**src/rtl/wfe_pkg.sv**
```systemverilog
// Shared types, constants and elaboration-time table builders for the Weierstrass fitness unit.
package wfe_pkg;

	localparam int COORD_W      = 25;
	localparam int FRAC_W       = 24;
	localparam int COS_BITS     = 10;
	localparam int QTR_BITS     = COS_BITS - 2;
	localparam int QTAB_N       = 1 << QTR_BITS;
	localparam int ENT_W        = 17;
	localparam int TERM_W       = ENT_W + 1;
	localparam int FIT_W        = 30;
	localparam int BIAS_W       = 11;
	localparam int IN_TDATA_W   = 32;
	localparam int OUT_TDATA_W  = 32;
	localparam int DEF_MAX_DIM  = 1024;
	localparam int DEF_MAX_TERM = 20;

	localparam logic [63:0] Q30_ONE    = 64'd1 << 30;
	localparam logic [63:0] TWO_PI_Q30 = 64'd6746518852;

	typedef struct packed {
		logic valid;
		logic last;
		logic counted;
	} wfe_ctl_t;

	typedef logic [QTAB_N-1:0][ENT_W-1:0] qcos_tab_t;

	function automatic logic [63:0] poly_cos(input logic [63:0] x);
		logic [63:0] x2;
		logic [63:0] h;
		x2 = (x * x) >> 30;
		h = Q30_ONE;
		h = Q30_ONE - (((x2 * h) >> 30) / 132);
		h = Q30_ONE - (((x2 * h) >> 30) / 90);
		h = Q30_ONE - (((x2 * h) >> 30) / 56);
		h = Q30_ONE - (((x2 * h) >> 30) / 30);
		h = Q30_ONE - (((x2 * h) >> 30) / 12);
		h = Q30_ONE - (((x2 * h) >> 30) / 2);
		return h;
	endfunction

	function automatic logic [63:0] poly_sin(input logic [63:0] x);
		logic [63:0] x2;
		logic [63:0] h;
		x2 = (x * x) >> 30;
		h = Q30_ONE;
		h = Q30_ONE - (((x2 * h) >> 30) / 110);
		h = Q30_ONE - (((x2 * h) >> 30) / 72);
		h = Q30_ONE - (((x2 * h) >> 30) / 42);
		h = Q30_ONE - (((x2 * h) >> 30) / 20);
		h = Q30_ONE - (((x2 * h) >> 30) / 6);
		return (x * h) >> 30;
	endfunction

	function automatic logic [63:0] table_angle(input logic [63:0] r);
		return (r * TWO_PI_Q30 + (64'd1 << (COS_BITS - 1))) >> COS_BITS;
	endfunction

	// Cosine of r table steps within the first quarter turn, rounded to Q.16.
	function automatic logic [63:0] quarter_cos(input logic [63:0] r);
		logic [63:0] v;
		logic [63:0] qtr;
		qtr = 64'(QTAB_N);
		if (r * 2 <= qtr) begin
			v = poly_cos(table_angle(r));
		end else begin
			v = poly_sin(table_angle(qtr - r));
		end
		return (v + 64'd8192) >> 14;
	endfunction

	function automatic qcos_tab_t build_qcos();
		qcos_tab_t tab;
		for (int r = 0; r < QTAB_N; r++) begin
			tab[r] = ENT_W'(quarter_cos(64'(r)));
		end
		return tab;
	endfunction

	localparam qcos_tab_t QCOS_TAB = build_qcos();

	// 3^k reduced to the phase width.
	function automatic logic [FRAC_W-1:0] pow3_mod(input int k);
		logic [63:0] p;
		p = 64'd1;
		for (int i = 0; i < k; i++) begin
			p = (p * 3) & ((64'd1 << FRAC_W) - 1);
		end
		return FRAC_W'(p);
	endfunction

	// Sum of the weighted unit terms: the Q.16 form of 2 - 2^-kmax.
	function automatic logic [63:0] unit_offset(input int kmax);
		logic [63:0] w;
		w = 64'd0;
		for (int k = 0; k <= kmax; k++) begin
			w = w + ((64'd65536 + ((64'd1 << k) >> 1)) >> k);
		end
		return w;
	endfunction

endpackage

```
**src/rtl/wfe_sum.sv**
```systemverilog
// Registered adder tree over the lane terms, with the per-coordinate offset folded in.
module wfe_sum import wfe_pkg::*; #(
	parameter int MAX_TERM_INDEX = DEF_MAX_TERM
) (
	input  logic                                 clk,
	input  logic                                 arst_n,
	input  logic                                 en,
	input  wfe_ctl_t                             ctl_s3,
	input  logic [MAX_TERM_INDEX:0][TERM_W-1:0]  term_s3,
	output wfe_ctl_t                             ctl_s5,
	output logic [FIT_W-1:0]                     delta_s5
);

	localparam int NLANE  = MAX_TERM_INDEX + 1;
	localparam int NGRP   = (NLANE + 3) / 4;
	localparam int PART_W = TERM_W + 2;
	localparam int TOT_W  = PART_W + $clog2(NGRP) + 1;
	localparam logic [FIT_W-1:0] UNIT_W = FIT_W'(unit_offset(MAX_TERM_INDEX));

	wfe_ctl_t                       ctl_s4;
	logic [NGRP-1:0][PART_W-1:0]    part_d;
	logic [NGRP-1:0][PART_W-1:0]    part_s4;
	logic [TOT_W-1:0]               total;
	logic [FIT_W-1:0]               delta_d;

	always_comb begin
		for (int g = 0; g < NGRP; g++) begin
			part_d[g] = '0;
			for (int j = 0; j < 4; j++) begin
				if (4 * g + j < NLANE) begin
					part_d[g] = part_d[g] + PART_W'($signed(term_s3[4 * g + j]));
				end
			end
		end
	end

	always_comb begin
		total = '0;
		for (int g = 0; g < NGRP; g++) begin
			total = total + TOT_W'($signed(part_s4[g]));
		end
	end

	// Coordinates beyond the dimension limit contribute nothing.
	assign delta_d = ctl_s4.counted ? (FIT_W'($signed(total)) + UNIT_W) : '0;

	always_ff @(posedge clk or negedge arst_n) begin
		if (!arst_n) begin
			ctl_s4 <= '0;
			ctl_s5 <= '0;
		end else if (en) begin
			ctl_s4 <= ctl_s3;
			ctl_s5 <= ctl_s4;
		end
	end

	always_ff @(posedge clk) begin
		if (en) begin
			part_s4  <= part_d;
			delta_s5 <= delta_d;
		end
	end

endmodule

```
**config.mk**
```make
export PLATFORM = sky130hd
export DESIGN_NAME = wfe_sum
export DESIGN_NICKNAME = d
export VERILOG_FILES = /design/src/rtl/wfe_pkg.sv /design/src/rtl/wfe_sum.sv
export SDC_FILE = /design/constraint.sdc
export NUM_CORES = 1
export LEC_CHECK = 0
export BUFFER_PORTS_ARGS = -buffer_cell sky130_fd_sc_hd__buf_2
export CAP_MARGIN = 20
export CORE_MARGIN = 8
export CORE_UTILIZATION = 59
export CTS_CLUSTER_DIAMETER = 150
export DETAILED_ROUTE_END_ITERATION = 8
export GPL_TIMING_DRIVEN = 0
export PLACE_DENSITY = 0.88
export SETUP_SLACK_MARGIN = 0.02
export SYNTH_ARGS = -nofsm -noshare
export SYNTH_HDL_FRONTEND = slang
export SYNTH_SLANG_ARGS = --single-unit
```
**constraint.sdc**
```tcl
create_clock -name clk -period 10.2 [get_ports clk]
set_clock_uncertainty 0.15 [all_clocks]
set_input_delay 2.04 -clock clk [delete_from_list [all_inputs] [get_ports clk]]
set_output_delay 2.04 -clock clk [all_outputs]
set_load 0.1 [all_outputs]
```
==> reports/results.tsv <==
stage	metric	value	unit
sta	unrepaired setup endpoints after global routing	no	
logic_synthesis	most instantiated flip-flop cell in the synthesis netlist	edfxtp_1	
setup_path	startpoint-to-endpoint class of the critical path	input pin to flip-flop	
logic_synthesis	share of synthesized area occupied by flip-flops and latches	0.279	
setup_path	Worst Path Required	10.22	ns
global_routing	wire length of the first global-routing pass	64900	um
logic_synthesis	gate count of the mapped netlist	1372	
setup_path	crit-path max cell delay	0.55	ns
cts	total of cells resized after clock tree synthesis	0	
logic_synthesis	synthesized area divided by synthesized cell count	11.6	sq um
sta	worst rel slew slack	0.574	
cts	cell chosen for the clock root	clkbuf_16	
setup_path	endpoint class of the critical path	flip-flop	
status	status	finished clean	
cts	number of buffers inserted during clock tree synthesis	17	
logic_synthesis	post-synthesis sequential element count	149	
logic_synthesis	Warnings, synthesis	0	
cts	clk sinks	149	
logic_synthesis	commonest cells in the synthesized netlist	fa_1, inv_1, edfxtp_1, ha_1, nor2_1	
setup_path	Crit-path slowest cell	fa_1	
floorplan	vertical die dimension	180	um
cts	Setup Fix Bufs, Post-CTS	0	
drt	number of nets still failing antenna checks after routing	0	
sta	final max-slew violation count	0	
layout	fraction of final layout cells with drive strength greater than 1	0.267	
logic_synthesis	number of enable-type register cells in the synthesized netlist	143	
min_path	min-delay worst type	flip-flop to flip-flop	
floorplan	die outline area	0.0326	sq mm
drt	DR vias/cell	5.51	
logic_synthesis	Async SR Flop Fraction	0.0403	
logic_synthesis	Synth area leader	fa_1	
global_routing	initial antenna violation count	8	
sta	share of the clock period used by the worst path after layout	0.575	
setup_path	kind of start point of the critical path	input pin	
floorplan	number of I/O pins	417	
logic_synthesis	most instantiated library cell after synthesis	fa_1	
drt	First-pass DRT Iterations	7	
drt	Detailed Route WL	40600	um
global_routing	pin count of the biggest net entering global routing	89	
cts	CTS H-tree lvls	4	
floorplan	width of the chip	180	um
flow_run	maximum capacitance violations	0	
drt	DRT iter0 DRCs	691	
drt	DRC violation count after routing	0	
sta	Worst Max-Slew Pin Slew	0.635	ns
logic_synthesis	proportion of netlist area held by the largest area contributor	0.335	
logic_synthesis	Mapped Nets	2141	
setup_path	cell chain of the critical path	buf_2 -> fa_1 -> fa_1 -> ha_1 -> inv_1 -> fa_1 -> nor2b_1 -> o21ai_0 -> a21boi_0 -> o21ai_0 -> a2111oi_2 -> a31oi_1 -> a211oi_1 -> a211oi_1	
global_routing	number of global-route vias before repair	13532	
drt	vias after detailed routing	11947	
layout	Area Growth Syn to Fin	20.1	%
placed_design	DP Wirelength	35200	um
floorplan	cell row count	60	
logic_synthesis	netlist area before placement	0.0160	sq mm
cts	clock transition at the registers of the reported paths	0.06	ns
logic_synthesis	synth unique cells	69	
sta	shortest period the worst path allows	5.86	ns
floorplan	Initial Utilization	0.597	
placed_design	count of input and output buffers	416	
global_routing	all-layer global routing usage	0.249	
layout	nets	2577	
global_routing	Remaining Overflow, GRT	0	
sta	total negative slack for setup checks	0	ns
sta	Final Hold Vio Count	0	
cts	CTS Buffer Depth	2	
setup_path	critical path arrival	5.88	ns
cts	CTS tree	done	
placed_design	final weighted congestion in routability-driven placement	0.901	
logic_synthesis	Synth area leaders	fa_1, edfxtp_1, ha_1	
drt	Avg WL per Cell	18.7	um
setup_path	dominant cell type by count on the critical path	fa_1	
setup_path	register-to-register setup slack	5.16	ns
cts	clock latency on the worst-skew pair	0.43	ns
cts	Post-CTS Hold Buffers	0	
sta	total of endpoints with negative setup slack in the final report	0	
sta	f_max	171	MHz
floorplan	placeable core region	0.0267	sq mm
setup_path	maximum fanout along the worst path	3	
## sequential cells by signal, summed over array words and instances (netlist names)
name	count
part_s4	118
delta_s5	25
ctl_s4	3
ctl_s5	3
## critical path, delay by kind of cell
family                     cells  cell delay, ns
and+or+nand+nor                1            0.12
buffers and inverters          2            0.18
adders and majority gates      4            1.71
AOI/OAI and AO/OA              7            1.83
## per-layer routing
layer  wire [um]  vias up  GRT usage  share of wire
li1            -     5532          -              -
met1       15000     5854      0.287           0.37
met2       21900      465      0.462           0.54
met3        2430       92     0.0454          0.060
met4        1230        4     0.0810          0.030
met5          28        -          0        0.00069
## area by class of cell
class / count / area (sq um)
multi-input combinational: 990 / 10600
fill: 1972 / 7570
sequential: 149 / 4440
timing repair buffer: 417 / 2120
inverter: 223 / 837
clock buffer: 20 / 447
tap: 341 / 427
clock inverter: 12 / 193
buffer: 10 / 58.8
antenna: 7 / 17.5
## cell usage in the layout, fill, tap and decap left out, types with 8 or more instances in the layout
cell type and n:
and3_1 10, nor3_1 33, o211ai_1 12, buf_2 416, a21oi_1 66, or2_2 13
xnor2_1 53, edfxtp_1 143, xor2_1 30, nand3_1 25, o21ai_0 36, a31oi_1 11
fa_1 267, nand2_1 50, nand2b_1 14, and2_1 22, inv_1 223, o21a_1 8
nor2b_1 22, ha_1 118, clkbuf_16 17, a21o_1 18, nor2_1 70
## stage by stage
stage                     hold WS [ns]  instances  setup slack, ns  instance area, sq um  utilization
final                            0.353       2169             4.34                 19200        0.717
after global routing             0.381       2168             4.11                 19200        0.717
after CTS                        0.355       2162             4.41                 19100        0.716
after detailed placement         0.341       2130             4.01                 18500        0.692
after global placement           0.331       2129             4.15                 18500        0.691
after floorplan                  0.325       1372             4.73                 16000            -
## path summary, 6_finish.rpt
| kind | to | start | cells past startpoint |
|---|---|---|---|
| worst max-delay path | part_s4[19]$_DFFE_PP_ | term_s3[1] | 14 |
| worst min-delay path | ctl_s5[0]$_DFFE_PN0P_ | ctl_s5[0]$_DFFE_PN0P_ | 1 |
| worst max register to register | delta_s5[22]$_SDFFCE_PN0P_ | part_s4[2]$_DFFE_PP_ | 15 |
| worst min register to register | ctl_s5[0]$_DFFE_PN0P_ | ctl_s5[0]$_DFFE_PN0P_ | 1 |
| max in group asynchronous | ctl_s4[1]$_DFFE_PN0P_ | arst_n | 1 |
| min in group asynchronous | ctl_s4[0]$_DFFE_PN0P_ | arst_n | 1 |
## kinds of logic (layout without fill, tap and decap cells)
logic type,after synthesis,after routing,share of synthesized area
AO/OA/AOI/OAI,213,213,0.0884
XOR/XNOR,83,83,0.0456
adder cells (fa/ha/maj),385,385,0.428
buffers and inverters,233,682,0.0561
flip-flops,149,149,0.279
multiplexers,10,10,0.00682
other,0,7,0
AND/OR/NAND/NOR,299,299,0.0970
Power is left out: the tool's default activity adds up to more than one toggle a clock period on the data nets, which glitch-free logic cannot reach.
