### src/rtl/wfe_pkg.sv
// Shared types, constants and elaboration-time table builders for the Weierstrass fitness unit.
package wfe_pkg;

	localparam int COORD_W      = 25;
	localparam int FRAC_W       = 24;
	localparam int COS_BITS     = 10;
	localparam int QTR_BITS     = COS_BITS - 2;
	localparam int QTAB_N       = 1 << QTR_BITS;
	localparam int ENT_W        = 17;
	localparam int TERM_W       = ENT_W + 1;
	localparam int FIT_W        = 30;
	localparam int BIAS_W       = 11;
	localparam int IN_TDATA_W   = 32;
	localparam int OUT_TDATA_W  = 32;
	localparam int DEF_MAX_DIM  = 1024;
	localparam int DEF_MAX_TERM = 20;

	localparam logic [63:0] Q30_ONE    = 64'd1 << 30;
	localparam logic [63:0] TWO_PI_Q30 = 64'd6746518852;

	typedef struct packed {
		logic valid;
		logic last;
		logic counted;
	} wfe_ctl_t;

	typedef logic [QTAB_N-1:0][ENT_W-1:0] qcos_tab_t;

	function automatic logic [63:0] poly_cos(input logic [63:0] x);
		logic [63:0] x2;
		logic [63:0] h;
		x2 = (x * x) >> 30;
		h = Q30_ONE;
		h = Q30_ONE - (((x2 * h) >> 30) / 132);
		h = Q30_ONE - (((x2 * h) >> 30) / 90);
		h = Q30_ONE - (((x2 * h) >> 30) / 56);
		h = Q30_ONE - (((x2 * h) >> 30) / 30);
		h = Q30_ONE - (((x2 * h) >> 30) / 12);
		h = Q30_ONE - (((x2 * h) >> 30) / 2);
		return h;
	endfunction

	function automatic logic [63:0] poly_sin(input logic [63:0] x);
		logic [63:0] x2;
		logic [63:0] h;
		x2 = (x * x) >> 30;
		h = Q30_ONE;
		h = Q30_ONE - (((x2 * h) >> 30) / 110);
		h = Q30_ONE - (((x2 * h) >> 30) / 72);
		h = Q30_ONE - (((x2 * h) >> 30) / 42);
		h = Q30_ONE - (((x2 * h) >> 30) / 20);
		h = Q30_ONE - (((x2 * h) >> 30) / 6);
		return (x * h) >> 30;
	endfunction

	function automatic logic [63:0] table_angle(input logic [63:0] r);
		return (r * TWO_PI_Q30 + (64'd1 << (COS_BITS - 1))) >> COS_BITS;
	endfunction

	// Cosine of r table steps within the first quarter turn, rounded to Q.16.
	function automatic logic [63:0] quarter_cos(input logic [63:0] r);
		logic [63:0] v;
		logic [63:0] qtr;
		qtr = 64'(QTAB_N);
		if (r * 2 <= qtr) begin
			v = poly_cos(table_angle(r));
		end else begin
			v = poly_sin(table_angle(qtr - r));
		end
		return (v + 64'd8192) >> 14;
	endfunction

	function automatic qcos_tab_t build_qcos();
		qcos_tab_t tab;
		for (int r = 0; r < QTAB_N; r++) begin
			tab[r] = ENT_W'(quarter_cos(64'(r)));
		end
		return tab;
	endfunction

	localparam qcos_tab_t QCOS_TAB = build_qcos();

	// 3^k reduced to the phase width.
	function automatic logic [FRAC_W-1:0] pow3_mod(input int k);
		logic [63:0] p;
		p = 64'd1;
		for (int i = 0; i < k; i++) begin
			p = (p * 3) & ((64'd1 << FRAC_W) - 1);
		end
		return FRAC_W'(p);
	endfunction

	// Sum of the weighted unit terms: the Q.16 form of 2 - 2^-kmax.
	function automatic logic [63:0] unit_offset(input int kmax);
		logic [63:0] w;
		w = 64'd0;
		for (int k = 0; k <= kmax; k++) begin
			w = w + ((64'd65536 + ((64'd1 << k) >> 1)) >> k);
		end
		return w;
	endfunction

endpackage

### src/rtl/wfe_acc.sv
// Running fitness accumulator with a two-entry result buffer on the output stream.
module wfe_acc import wfe_pkg::*; (
	input  logic                   clk,
	input  logic                   arst_n,
	input  logic                   en,
	input  wfe_ctl_t               ctl_s5,
	input  logic [FIT_W-1:0]       delta_s5,
	input  logic [BIAS_W-1:0]      bias,
	input  logic                   m_tready,
	output logic                   m_tvalid,
	output logic [FIT_W-1:0]       fitness,
	output logic                   stall
);

	logic [FIT_W-1:0] sum_q;
	logic [FIT_W-1:0] sum_next;
	logic [FIT_W-1:0] bias_q16;
	logic [FIT_W-1:0] res;
	logic             push;
	logic             pop;
	logic             out_v_q;
	logic             skid_v_q;
	logic [FIT_W-1:0] out_q;
	logic [FIT_W-1:0] skid_q;

	assign sum_next = sum_q + delta_s5;
	assign bias_q16 = FIT_W'($signed(bias)) << 16;
	assign res      = sum_next + bias_q16;
	assign push     = en && ctl_s5.valid && ctl_s5.last;
	assign pop      = out_v_q && m_tready;

	always_ff @(posedge clk or negedge arst_n) begin
		if (!arst_n) begin
			sum_q    <= '0;
			out_v_q  <= 1'b0;
			skid_v_q <= 1'b0;
		end else begin
			if (en && ctl_s5.valid) begin
				sum_q <= ctl_s5.last ? '0 : sum_next;
			end
			// A push only happens with the skid entry empty.
			if (push) begin
				if (!out_v_q || pop) begin
					out_v_q <= 1'b1;
				end else begin
					skid_v_q <= 1'b1;
				end
			end else if (pop) begin
				if (skid_v_q) begin
					skid_v_q <= 1'b0;
				end else begin
					out_v_q <= 1'b0;
				end
			end
		end
	end

	always_ff @(posedge clk) begin
		if (push) begin
			if (!out_v_q || pop) begin
				out_q <= res;
			end else begin
				skid_q <= res;
			end
		end else if (pop && skid_v_q) begin
			out_q <= skid_q;
		end
	end

	assign m_tvalid = out_v_q;
	assign fitness  = out_q;
	assign stall    = skid_v_q;

endmodule

### config.mk
export PLATFORM = sky130hd
export DESIGN_NAME = wfe_acc
export DESIGN_NICKNAME = d
export VERILOG_FILES = /design/src/rtl/wfe_pkg.sv /design/src/rtl/wfe_acc.sv
export SDC_FILE = /design/constraint.sdc
export NUM_CORES = 1
export LEC_CHECK = 0
export BUFFER_PORTS_ARGS = -buffer_cell sky130_fd_sc_hd__buf_2
export CAP_MARGIN = 20
export CORE_UTILIZATION = 55
export CTS_CLUSTER_DIAMETER = 120
export DETAILED_ROUTE_END_ITERATION = 16
export PLACE_DENSITY = 0.84
export SETUP_SLACK_MARGIN = 0.3
export SLEW_MARGIN = 20
export SYNTH_ARGS = -nofsm -noshare
export SYNTH_HDL_FRONTEND = slang
export SYNTH_SLANG_ARGS = --single-unit
### constraint.sdc
create_clock -name clk -period 7.4 [get_ports clk]
set_input_delay 1.48 -clock clk [delete_from_list [all_inputs] [get_ports clk]]
set_output_delay 1.48 -clock clk [all_outputs]
set_load 0.01 [all_outputs]
==> flow_metrics.py, run 1 <==
metrics = {
    "die": {
        "io_pins": 80,
        "fp-row-count": 36,
        "core_mm2": 0.00977,
        "die_area_mm2": 0.0105,
        "initial_core_util_pct": 56.5,
        "dieHeight_um": 102,
        "die_x_um": 102,
    },
    "clock_network": {
        "post_cts_buffers": 0,
        "clk_pin_slew_ps": 90,
        "cts_sinks": 92,
        "cts_buffer_depth": 2,
        "cts-root-buf": "clkbuf_8",
        "cts_tree": "done",
        "cts_hold_buf": 0,
        "cts_buffers": 9,
        "post_cts_resized": 0,
        "cts_max_level": 3,
        "clock_latency_ps": 380,
    },
    "layout": {
        "final_util_pct": 64.3,
        "fill_cells": 749,
        "layout_common_cells": "buf_2, edfxtp_1, nand2_1",
        "antennaDiodeCount": 0,
        "area_growth_pct": 13.8,
        "stdcell_count": 697,
        "final_common_cell": "buf_2",
        "nets": 652,
        "drive_above_1_share_pct": 25.4,
        "fin_area_mm2": 0.00629,
    },
    "placed_design": {
        "post-place-cells": 680,
        "place_ws_ps": 1060,
        "globalplace.congestion": 0.867,
        "place_area_mm2": 0.00604,
        "numPortBuffers": 78,
        "hpwl_um": 8430,
    },
    "synth": {
        "synth_edf_count": 60,
        "synth_top_area_share_pct": 32.6,
        "synthAdderAreaFrac_pct": 10.5,
        "yosysSeqAreaShare_pct": 47.1,
        "ys_async_sr_fraction_pct": 34.8,
        "synth-main-ff-cell": "edfxtp_1",
        "yosys.area_share.simple_pct": 8.45,
        "synth_area_leaders": "edfxtp_1, dfrtp_1, ha_1",
        "syn_area_mm2": 0.00553,
        "synth_warnings": 0,
        "ys_types": 64,
        "ys_seq_elements": 92,
        "synth_top_family_by_area": "compound AO/OA/AOI/OAI gates",
        "synthXorXnorAreaFrac_pct": 6.11,
        "syn_avg_cell_area_um2": 11.5,
        "synth_compound_area_share_pct": 20.2,
        "syn-num-nets": 573,
        "syn_inst": 480,
        "synth.area.mux_share_pct": 4.87,
        "yosys.area.top_type": "edfxtp_1",
    },
    "setup_path": {
        "crit_type": "in -> reg",
        "crit_required_ps": 7510,
        "arrival_ps": 6110,
        "slowest_delay_ps": 440,
        "path_cells": "buf_2, ha_1, fa_1, a211oi_1, o21bai_1, a221oi_2, o21bai_2, o21a_4, a21o_2, a21oi_1, xnor2_1, ha_1, inv_1, fa_1, nor2b_1, o21ai_1, a21boi_0, o21ai_0, nand2b_1, a21oi_1, o21ai_0, mux2i_1, o311ai_0",
        "start_kind": "input port",
        "cp_max_fo": 3,
        "worstSetupEndpointType": "flip-flop",
        "cpMaxStageDelayCell": "fa_1",
    },
    "pwr": {
        "p_leak_nw": 2.79,
        "total_power_mw": 2.61,
        "powerDensity_mw_per_mm2": 415,
        "ir_worst_vdd_v": 0.000155,
    },
    "sta": {
        "clock-skew-final_ps": 8.89,
        "slew_violations": 0,
        "fmax_mhz": 167,
        "fin_crit_ps": 6000,
        "finalHoldViolCount": 0,
        "finalSetupViolations": 0,
        "max_slew.worst_pin.slew_ps": 885,
        "rsz0062_at_grt": "false",
        "setup_tns_ps": 0,
        "fin_hold_ws_ps": 496,
        "maxSlewHeadroom_pct": 40.8,
        "finalCritPeriodShare_pct": 81.1,
        "setup_ws_ps": 1400,
    },
    "drt": {
        "drt_iter0_drc": 189,
        "drc": 0,
        "wl_per_cell_um": 17.5,
        "finalWirelength_um": 12200,
        "drt-vias-per-instance": 5.85,
        "antenna_left": 0,
        "vias": 4079,
        "firstDrtPassIters": 5,
    },
    "job": {
        "drv_cap": 0,
    },
    "grt": {
        "antenna_found_initial": 0,
        "grt_max_degree": 47,
        "grt_pass1_vias": 4167,
        "grt.overflow.total": 0,
        "grt_use_total_pct": 24.9,
        "grt_pass1_wl_um": 19700,
    },
    "min_path": {
        "hold_path.class": "reg -> reg",
    },
    "status": {
        "status": "completed",
    },
}
## routing by layer
metal | share of wire (%) | track usage (%) | wire [um] | vias up
li1 | - | - | - | 1967
met1 | 44 | 32.4 | 5400 | 1953
met2 | 49 | 41.1 | 5950 | 136
met3 | 4.9 | 4.72 | 597 | 23
met4 | 2.0 | 10.0 | 244 | 0
met5 | 0 | 0 | 0 | -
## sequential cells by signal (all words and copies together), names as in the netlist
register  cells
fitness      30
m_tvalid      1
skid_q       30
stall         1
sum_q        30
## path summary, 6_finish.rpt
kind,cells past startpoint,start,endpoint,slack [ps]
setup / recovery,23,delta_s5[0],fitness[26],1400
hold / removal,2,sum_q[0],sum_q[0],500
setup reg to reg,22,sum_q[0],fitness[26],2220
hold reg to reg,2,sum_q[0],sum_q[0],500
max in group asynchronous,1,arst_n,sum_q[10],5700
min in group asynchronous,1,arst_n,sum_q[18],1190
## power breakdown
part           internal, mW  leakage, nW  switching, mW
combinational         0.607         1.71          0.815
sequential            0.747        0.968         0.0578
clock                 0.200        0.111          0.182
total                  1.55         2.79           1.05
## logic make-up after synthesis
logic type / after synthesis
adders and majority gates: 45
AOI/OAI and AO/OA: 155
muxes: 24
xor gates and xnor gates: 37
DFF: 92
and+or+nand+nor: 94
buffers and inverters: 33
## critical path: cells and delay by family
kind,cells,cell delay [ps]
adder cells (fa/ha/maj),4,1280
multiplexers,1,240
AO/OA/AOI/OAI,13,2540
AND/OR/NAND/NOR,2,250
XOR/XNOR,1,160
buffers and inverters,2,160
## area by class of cell
type | instances | area, um^2 | share of cell area [%]
multi-input combinational | 355 | 2790 | 44.3
sequential | 92 | 2600 | 41.4
timing repair buffer | 82 | 440 | 7.00
tap | 133 | 166 | 2.65
clock buffer | 12 | 145 | 2.31
clock inverter | 4 | 73.8 | 1.17
inverter | 19 | 71.3 | 1.13
## synthesized netlist by cell type (3+ instances only)
| master | n |
|---|---|
| clkbuf_1 | 9 |
| o21bai_1 | 6 |
| xor2_1 | 12 |
| nor4b_1 | 3 |
| nand2b_1 | 4 |
| nor3b_1 | 6 |
| a22o_1 | 22 |
| dfrtp_1 | 32 |
| nand3_1 | 4 |
| o21ai_1 | 4 |
| a21oi_1 | 39 |
| nor3_1 | 3 |
| nor2_1 | 12 |
| edfxtp_1 | 60 |
| xnor2_1 | 24 |
| o21ai_0 | 28 |
| and3_1 | 3 |
| a21o_2 | 4 |
| ha_1 | 43 |
| a21o_1 | 16 |
| inv_1 | 19 |
| nor2b_1 | 3 |
| and3_2 | 3 |
| a211oi_1 | 7 |
| mux2_2 | 23 |
| nand2_1 | 44 |
Note: power is estimated with default switching activity, not from simulation.
==> inputs of run 2 (changes only) <==
- clock period: 7.4 -> 5.7 ns (I/O delays scaled with it)
==> flow_metrics.py, run 2 (synthesis gave the netlist of run 1 again) <==
metrics = {
    "sta": {
        "clock-skew-final_ps": 7.39,
        "setup_ws_ps": 449,
        "fin_crit_ps": 5250,
        "finalCritPeriodShare_pct": 92.1,
        "rsz0062_at_grt": "false",
        "max_slew.worst_pin.slew_ps": 883,
        "maxSlewHeadroom_pct": 40.9,
        "finalHoldViolCount": 0,
        "fmax_mhz": 190,
        "slew_violations": 0,
        "finalSetupViolations": 0,
    },
    "die": {
        "io_pins": 80,
        "initial_core_util_pct": 56.5,
        "die_area_mm2": 0.0105,
        "core_mm2": 0.00977,
        "fp-row-count": 36,
        "die_x_um": 102,
        "dieHeight_um": 102,
    },
    "clock_network": {
        "cts-root-buf": "clkbuf_8",
        "clk_pin_slew_ps": 90,
        "cts_sinks": 92,
        "cts_max_level": 3,
        "cts_buffer_depth": 2,
        "cts_buffers": 9,
        "cts_tree": "done",
        "clock_latency_ps": 370,
    },
    "status": {
        "status": "completed",
    },
    "layout": {
        "area_growth_pct": 15.7,
        "final_util_pct": 65.4,
        "nets": 667,
        "final_common_cell": "buf_2",
        "layout_common_cells": "buf_2, edfxtp_1, nand2_1",
        "drive_above_1_share_pct": 28.8,
        "antennaDiodeCount": 0,
        "fill_cells": 742,
    },
    "placed_design": {
        "numPortBuffers": 78,
        "hpwl_um": 8370,
        "place_ws_ps": -125,
        "globalplace.congestion": 0.846,
    },
    "setup_path": {
        "crit_type": "in -> reg",
        "arrival_ps": 5490,
        "path_cells": "buf_2, ha_1, fa_2, a211oi_2, o21bai_2, a221oi_2, o21bai_2, o21a_4, a21o_2, a21oi_2, xnor2_1, ha_1, inv_1, fa_2, nor2b_1, o21ai_1, a21boi_2, o21ai_1, nand2b_1, a21oi_2, o21ai_1, buf_4, or4b_1, nand3_1",
        "crit-reg2reg-launch": "sum_q[0]",
        "cp_num_cells": 24,
        "critPathBufInv": 3,
        "worstSetupEndpointType": "flip-flop",
        "path_delay_family": "compound AO/OA/AOI/OAI gates",
        "ff2ff_path_depth": 23,
        "crit_required_ps": 5940,
        "slowest_delay_ps": 500,
        "crit_top_cell": "o21ai_1",
        "cpMaxStageDelayCell": "or4b_1",
        "cp_max_fo": 3,
        "startpoint": "delta_s5[0]",
        "start_kind": "input port",
    },
    "grt": {
        "grt_max_degree": 48,
        "grt_pass1_wl_um": 18800,
        "grt.overflow.total": 0,
        "grt_use_total_pct": 23.9,
        "antenna_found_initial": 0,
        "grt_pass1_vias": 3967,
    },
    "drt": {
        "drc": 0,
        "finalWirelength_um": 12200,
        "drt-vias-per-instance": 5.84,
        "wl_per_cell_um": 17.1,
        "wl_met2_um": 5980,
        "firstDrtPassIters": 5,
        "vias": 4157,
        "antenna_left": 0,
        "wl_met3_um": 531,
        "drt_iter0_drc": 156,
        "top_layer_used": "met4",
        "wl_met1_um": 5420,
    },
    "min_path": {
        "min_from": "sum_q[0]",
        "min_path_cells": 2,
        "hold_path.class": "reg -> reg",
    },
    "pwr": {
        "ir_worst_vdd_v": 0.000195,
        "powerDensity_mw_per_mm2": 538,
        "total_power_mw": 3.44,
        "p_leak_nw": 2.85,
    },
    "job": {
        "drv_cap": 0,
    },
}
run 2: what timing repair did:
action / 4_1_cts / 5_1_grt
hold buffers: 0 / 0
gates cloned: 0 / 0
setup endpoints to repair: 2 / 9
pin swaps: 0 / 8
gates resized for setup: 2 / 14
setup buffers: 0 / 3
run 2: area by class of cell:
cell class / count / area, um^2 / area share (%)
multi-input cells: 355 / 2830 / 44.3
flip-flops and latches: 92 / 2600 / 40.7
repair buffers: 97 / 553 / 8.65
well taps: 133 / 166 / 2.60
clock buffers: 15 / 156 / 2.45
inverters: 19 / 71.3 / 1.12
clock inverters: 1 / 7.51 / 0.117
run 2: metal layers:
layer  vias to the layer above  track usage [%]
li1                       2007                -
met1                      2016             31.3
met2                       114             39.5
met3                        20             3.15
met4                         0             11.1
met5                         -                0
run 2: through the flow:
stage / TNS, ps / instance area, um^2 / hold WS, ps / std cells
after detailed placement: -198 / 6130 / 474 / 692
final: 0 / 6390 / 492 / 712
after global placement: -8.81 / 6130 / 470 / 692
after CTS: 0 / 6300 / 494 / 708
after global routing: 0 / 6390 / 533 / 712
after floorplan: 0 / 5530 / 453 / 480
run 2: worst min-delay path: stages (launching register included):
cell     delay, ps
dfrtp_1        360
nand2_1         50
o21ai_0         60
run 2: power by group:
group          total [mW]  internal (mW)  switching [mW]
Clock               0.397          0.172           0.225
Combinational        2.00          0.900            1.10
Sequential           1.04          0.970          0.0739
Total                3.44           2.04            1.40
run 2: final timing paths:
kind | end | slack [ps]
worst max-delay path | fitness[28] | 450
worst min-delay path | sum_q[0] | 490
worst max register to register | fitness[28] | 940
worst min register to register | sum_q[0] | 490
max in group asynchronous | sum_q[1] | 4350
min in group asynchronous | sum_q[21] | 850
